### config.mk
export PLATFORM = sky130hd
export DESIGN_NAME = modular_inverse_ext_euclid_top
export DESIGN_NICKNAME = d
export VERILOG_FILES = /design/src/rtl/core/meinv_pkg.sv /design/src/rtl/core/meinv_div.sv /design/src/rtl/core/modular_inverse_ext_euclid_top.sv
export SDC_FILE = /design/constraint.sdc
export NUM_CORES = 1
export LEC_CHECK = 0
export BUFFER_PORTS_ARGS = -buffer_cell sky130_fd_sc_hd__buf_2
export CELL_PAD_IN_SITES_DETAIL_PLACEMENT = 0
export CELL_PAD_IN_SITES_GLOBAL_PLACEMENT = 2
export CORE_UTILIZATION = 41
export DETAILED_ROUTE_END_ITERATION = 16
export HOLD_SLACK_MARGIN = 0.1
export PLACE_DENSITY_LB_ADDON = 0.15
export SLEW_MARGIN = 20
export SYNTH_ARGS = -nofsm -noshare
export SYNTH_HDL_FRONTEND = slang
export SYNTH_HIERARCHICAL = 1
export SYNTH_SLANG_ARGS = --single-unit
### constraint.sdc
create_clock -name clk -period 9 [get_ports clk]
set_input_delay 1.35 -clock clk [delete_from_list [all_inputs] [get_ports clk]]
set_output_delay 1.35 -clock clk [all_outputs]
set_load 0.005 [all_outputs]
### src/rtl/core/meinv_pkg.sv
package meinv_pkg;

	// Default operand width; the block works for widths from 8 to 63.
	localparam int unsigned OPERAND_WIDTH_DEF = 31;

endpackage

### src/rtl/core/meinv_div.sv
module meinv_div
	import meinv_pkg::*;
#(
	parameter int unsigned OPERAND_WIDTH = OPERAND_WIDTH_DEF
) (
	input  logic                              clk,
	input  logic                              arst_n,
	input  logic                              start,
	input  logic [OPERAND_WIDTH-1:0]          dividend,
	input  logic [OPERAND_WIDTH-1:0]          divisor,
	input  logic signed [OPERAND_WIDTH:0]     coef,
	output logic                              done,
	output logic [OPERAND_WIDTH-1:0]          remainder,
	output logic signed [OPERAND_WIDTH+1:0]   product
);

	localparam int unsigned W  = OPERAND_WIDTH;
	localparam int unsigned CW = $clog2(W);

	logic                  busy_q;
	logic                  done_q;
	logic [CW-1:0]         cnt_q;
	logic [W-1:0]          num_q;
	logic [W-1:0]          den_q;
	logic [W-1:0]          rem_q;
	logic signed [W:0]     coef_q;
	logic signed [W+1:0]   prod_q;

	logic [W:0]            trial;
	logic [W+1:0]          diff;
	logic                  qbit;
	logic signed [W+1:0]   coef_ext;
	logic signed [W+1:0]   prod_nxt;

	// One quotient bit per cycle, most significant first. The product of the
	// quotient and the coefficient is built alongside by shift and add, so the
	// full quotient is never needed.
	always_comb begin
		trial    = {rem_q, num_q[W-1]};
		diff     = {1'b0, trial} - {2'b00, den_q};
		qbit     = ~diff[W+1];
		coef_ext = {coef_q[W], coef_q};
		prod_nxt = (prod_q <<< 1) + (qbit ? coef_ext : '0);
	end

	always_ff @(posedge clk or negedge arst_n) begin
		if (!arst_n) begin
			busy_q <= 1'b0;
			done_q <= 1'b0;
			cnt_q  <= '0;
		end else begin
			done_q <= 1'b0;
			if (start) begin
				busy_q <= 1'b1;
				cnt_q  <= '0;
			end else if (busy_q) begin
				cnt_q <= cnt_q + CW'(1);
				if (cnt_q == CW'(W - 1)) begin
					busy_q <= 1'b0;
					done_q <= 1'b1;
				end
			end
		end
	end

	always_ff @(posedge clk) begin
		if (start) begin
			num_q  <= dividend;
			den_q  <= divisor;
			coef_q <= coef;
			rem_q  <= '0;
			prod_q <= '0;
		end else if (busy_q) begin
			num_q  <= {num_q[W-2:0], 1'b0};
			rem_q  <= qbit ? diff[W-1:0] : trial[W-1:0];
			prod_q <= prod_nxt;
		end
	end

	assign done      = done_q;
	assign remainder = rem_q;
	assign product   = prod_q;

endmodule

### src/rtl/core/modular_inverse_ext_euclid_top.sv
// Modular inverse by the extended Euclidean algorithm.
// Request channel: req_valid / req_stall with first_operand and second_operand.
// The larger operand is the modulus; the smaller one is inverted modulo it.
// Response channel: rsp_valid / rsp_stall with inverse, common_divisor and
// is_coprime. One response follows every request transfer.
// Each Euclid step passes through ST_CHECK and ST_DIVIDE, set by the shared
// bit-serial divider that yields one quotient bit per cycle. rsp_valid is set
// when ST_FINISH finds the output register free; for 31-bit operands there are
// at most about 45 steps. A zero operand skips the loop: the request passes
// through ST_CHECK and ST_FINISH only, and the next request can be taken in
// the same cycle in which rsp_valid rises.
// req_stall is high while an item is in work; one item is handled at a time.
// A finished response sits in the output register until its transfer, and the
// next request may be taken meanwhile; its result waits for the register.
// Reset clears the sequencer and the divider control and drops rsp_valid; the data registers are not reset.
module modular_inverse_ext_euclid_top
	import meinv_pkg::*;
#(
	parameter int unsigned OPERAND_WIDTH = OPERAND_WIDTH_DEF
) (
	input  logic                     clk,
	input  logic                     arst_n,
	input  logic                     req_valid,
	output logic                     req_stall,
	input  logic [OPERAND_WIDTH-1:0] first_operand,
	input  logic [OPERAND_WIDTH-1:0] second_operand,
	output logic                     rsp_valid,
	input  logic                     rsp_stall,
	output logic [OPERAND_WIDTH-1:0] inverse,
	output logic [OPERAND_WIDTH-1:0] common_divisor,
	output logic                     is_coprime
);

	localparam int unsigned W = OPERAND_WIDTH;

	typedef enum logic [1:0] {
		ST_IDLE,
		ST_CHECK,
		ST_DIVIDE,
		ST_FINISH
	} state_t;

	state_t               state_q;
	logic                 rsp_valid_q;
	logic [W-1:0]         inverse_q;
	logic [W-1:0]         gcd_q;
	logic                 coprime_q;

	logic [W-1:0]         mod_q;
	logic [W-1:0]         rhi_q;
	logic [W-1:0]         rlo_q;
	logic signed [W:0]    chi_q;
	logic signed [W:0]    clo_q;

	logic                 div_start;
	logic                 div_done;
	logic [W-1:0]         div_rem;
	logic signed [W+1:0]  div_prod;

	logic                 req_xfer;
	logic                 rsp_free;
	logic signed [W+1:0]  coef_nxt;
	logic signed [W+1:0]  coef_fix;

	assign req_xfer  = req_valid && (state_q == ST_IDLE);
	assign rsp_free  = !rsp_valid_q || !rsp_stall;
	assign div_start = (state_q == ST_CHECK) && (rlo_q != '0);

	// The true coefficients never exceed the modulus in magnitude, so the
	// difference fits back into the coefficient registers.
	assign coef_nxt = {chi_q[W], chi_q} - div_prod;
	assign coef_fix = {chi_q[W], chi_q} + {2'b00, mod_q};

	meinv_div #(
		.OPERAND_WIDTH(OPERAND_WIDTH)
	) u_div (
		.clk      (clk),
		.arst_n   (arst_n),
		.start    (div_start),
		.dividend (rhi_q),
		.divisor  (rlo_q),
		.coef     (clo_q),
		.done     (div_done),
		.remainder(div_rem),
		.product  (div_prod)
	);

	always_ff @(posedge clk or negedge arst_n) begin
		if (!arst_n) begin
			state_q     <= ST_IDLE;
			rsp_valid_q <= 1'b0;
		end else begin
			if ((state_q == ST_FINISH) && rsp_free) begin
				rsp_valid_q <= 1'b1;
			end else if (rsp_valid_q && !rsp_stall) begin
				rsp_valid_q <= 1'b0;
			end
			case (state_q)
				ST_IDLE: begin
					if (req_xfer) begin
						state_q <= ST_CHECK;
					end
				end
				ST_CHECK: begin
					state_q <= (rlo_q == '0) ? ST_FINISH : ST_DIVIDE;
				end
				ST_DIVIDE: begin
					if (div_done) begin
						state_q <= ST_CHECK;
					end
				end
				ST_FINISH: begin
					if (rsp_free) begin
						state_q <= ST_IDLE;
					end
				end
				default: begin
					state_q <= ST_IDLE;
				end
			endcase
		end
	end

	always_ff @(posedge clk) begin
		if (req_xfer) begin
			if (first_operand < second_operand) begin
				mod_q <= second_operand;
				rhi_q <= second_operand;
				rlo_q <= first_operand;
			end else begin
				mod_q <= first_operand;
				rhi_q <= first_operand;
				rlo_q <= second_operand;
			end
			chi_q <= '0;
			clo_q <= (W+1)'(1);
		end else if ((state_q == ST_DIVIDE) && div_done) begin
			rhi_q <= rlo_q;
			rlo_q <= div_rem;
			chi_q <= clo_q;
			clo_q <= coef_nxt[W:0];
		end
		if ((state_q == ST_FINISH) && rsp_free) begin
			inverse_q <= chi_q[W] ? coef_fix[W-1:0] : chi_q[W-1:0];
			gcd_q     <= rhi_q;
			coprime_q <= (rhi_q == W'(1));
		end
	end

	assign req_stall      = (state_q != ST_IDLE);
	assign rsp_valid      = rsp_valid_q;
	assign inverse        = inverse_q;
	assign common_divisor = gcd_q;
	assign is_coprime     = coprime_q;

endmodule
==> impl_metrics.toml <==
[run_status]
status = "finished clean"

[floorplanning]
start_util_pct = 41.7
die_y_um = 237
io_pins = 131
coreArea_um2 = 54100
die_width_um = 237
rows = 85
die_area_um2 = 56000

[worst_setup_path]
end_kind = "flop"
cp-start-kind = "flop"
cp.required_ns = 9.47
cp_data_arrival_time_ns = 6.32
path_max_fanout = 35
reg2regPathDepth = 21
crit_type = "flop to flop"
reg2reg_slack_ns = 3.15

[worst_hold_path]
hold_class = "flop to flop"
hold_depth = 0

[cts]
cts_tree = "built"
clockRootBuffer = "clkbuf_16"
insertion_delay_ns = 0.59
cts_made_buffers = 44
cts_hold_buf = 0
cts_num_sinks = 387
htree_levels = 2
clk_pin_slew_worst_paths_ns = 0.06
cts_buffer_depth = 3
postCtsSetupRepairBufs = 0
cts_resized = 0

[synth]
syn-num-nets = 2463
netlist_area_um2 = 22600
syn_avg_cell_area_um2 = 10.1
synth_warnings = 6
syn_inst = 2238

[routing]
drt_wl_total_um = 68000
drt_iter0_drc = 934
dr.pass1.iters = 5
ant_nets = 0
drcViolationCount = 0
wl_per_cell_um = 22.1
routed_via_density = 5.59
vias = 17200

[timing]
fmax_mhz = 171
hold_viol_final = 0
fin_tns_setup_ns = 0
drv_slew = 0
finalClockSkew_ns = 0.0269
setup_slack_ns = 3.15
fin_crit_ns = 5.85
tightestPinTransition_ns = 1.02
relSlewSlack_pct = 32.1
post-route-period-util_pct = 65.0
setup_violations = 0
rsz0062_at_grt = "false"

[cells_and_area]
layout.nets = 2563
drive_gt1_share_pct = 15.5
syn2layout_area_growth_pct = 12.3

[place]
dp_hpwl_um = 51400
dp_worst_setup_slack_ns = 3.13
gp_congestion = 0.867
port_buffers = 130

[power_and_ir_drop]
power_density_nw_per_um2 = 341
p_leak_nw = 10.8
total_power_mw = 8.65
ir_drop_mv = 0.179

[global_route]
overflow = 0
grt_max_degree = 68
grt_pass1_vias = 17000
grt_pass1_wl_um = 102000
grt_usage_pct = 24.1
antenna_found_initial = 10

[run]
maxCapViolations = 0
[state kept, by name, summed over array words and instances (netlist names), 5 cells and up]
name and flops:
chi_q 32, clo_q 32, u_div/coef_q 32, u_div/product 32
common_divisor 31, inverse 31, mod_q 31, rhi_q 31
rlo_q 31, u_div/den_q 31, u_div/num_q 31, u_div/remainder 31
u_div/cnt_q 5
[worst max-delay path, cell delays in order, from the launching register on]
cell	delay [ns]
edfxtp_1	0.34
inv_1	0.05
ha_1	0.22
fa_1	0.38
and2b_1	0.24
o31a_1	0.20
o21a_1	0.25
o211ai_2	0.18
o2111a_2	0.34
o21ai_4	0.67
and3_1	0.27
ha_1	0.20
fa_1	0.25
a211oi_1	0.13
nor4_1	0.30
nor2_1	0.15
o21a_1	0.26
a2111o_1	0.43
and2_1	0.18
o21ai_1	0.27
o31ai_1	0.11
a221o_1	0.29
[cell usage in the layout, fill, tap and decap left out, types with 14 or more instances in the layout]
master / count
dfxtp_1: 126
nor2_1: 126
edfxtp_1: 250
a311oi_1: 15
a21oi_1: 193
mux2i_1: 51
nand2_1: 265
nand4_1: 30
nor4_1: 21
mux2_4: 26
buf_2: 130
a31oi_1: 18
a21o_1: 78
mux2_2: 87
o21ai_1: 25
o211ai_1: 14
nand3_1: 20
inv_1: 130
o21ai_0: 111
o21a_1: 23
buf_4: 19
nor3_1: 23
clkbuf_16: 46
o21bai_1: 20
ha_1: 155
and3_1: 42
xnor2_1: 49
xor2_1: 41
nor2b_1: 17
[metal layers]
metal	vias to the layer above	GRT usage [%]	part of all wire, %
li1	8426	-	-
met1	8312	29.1	42
met2	344	44.5	52
met3	91	3.07	4.0
met4	12	6.75	2.5
met5	-	0	0.11
[power breakdown]
part,switching [mW],leakage [nW],internal (mW),total (mW)
clock,0.766,0.708,1.05,1.82
sequential,0.357,3.54,2.54,2.90
combinational,2.33,6.56,1.60,3.93
total,3.45,10.8,5.19,8.65
[area by class of cell]
class / instances / area (um^2)
fill: 5107 / 28800
multi-input combinational: 1624 / 11400
sequential: 387 / 10300
clock buffer: 60 / 1260
tap: 696 / 871
timing repair buffer: 149 / 793
inverter: 132 / 498
clock inverter: 22 / 213
antenna: 4 / 10.0
[path summary, 6_finish.rpt]
kind / start / to
min: clo_q[5] / u_div/coef_q[5]
min in group asynchronous: arst_n / u_div/cnt_q[0]
min reg2reg: clo_q[5] / u_div/coef_q[5]
max in group asynchronous: arst_n / u_div/busy_q
max reg2reg: u_div/num_q[30] / u_div/product[29]
max: u_div/num_q[30] / u_div/product[29]
[per-stage QoR]
step / area, um^2 / util, % / cells / hold WS [ns]
detailed placement: 23800 / 44.0 / 2988 / 0.447
floorplan: 22600 / - / 2238 / 0.425
finish: 25300 / 46.8 / 3074 / 0.463
CTS: 25300 / 46.8 / 3070 / 0.460
global placement: 23800 / 44.0 / 2988 / 0.441
global route: 25300 / 46.8 / 3071 / 0.477
Note: power is estimated with default switching activity, not from simulation.
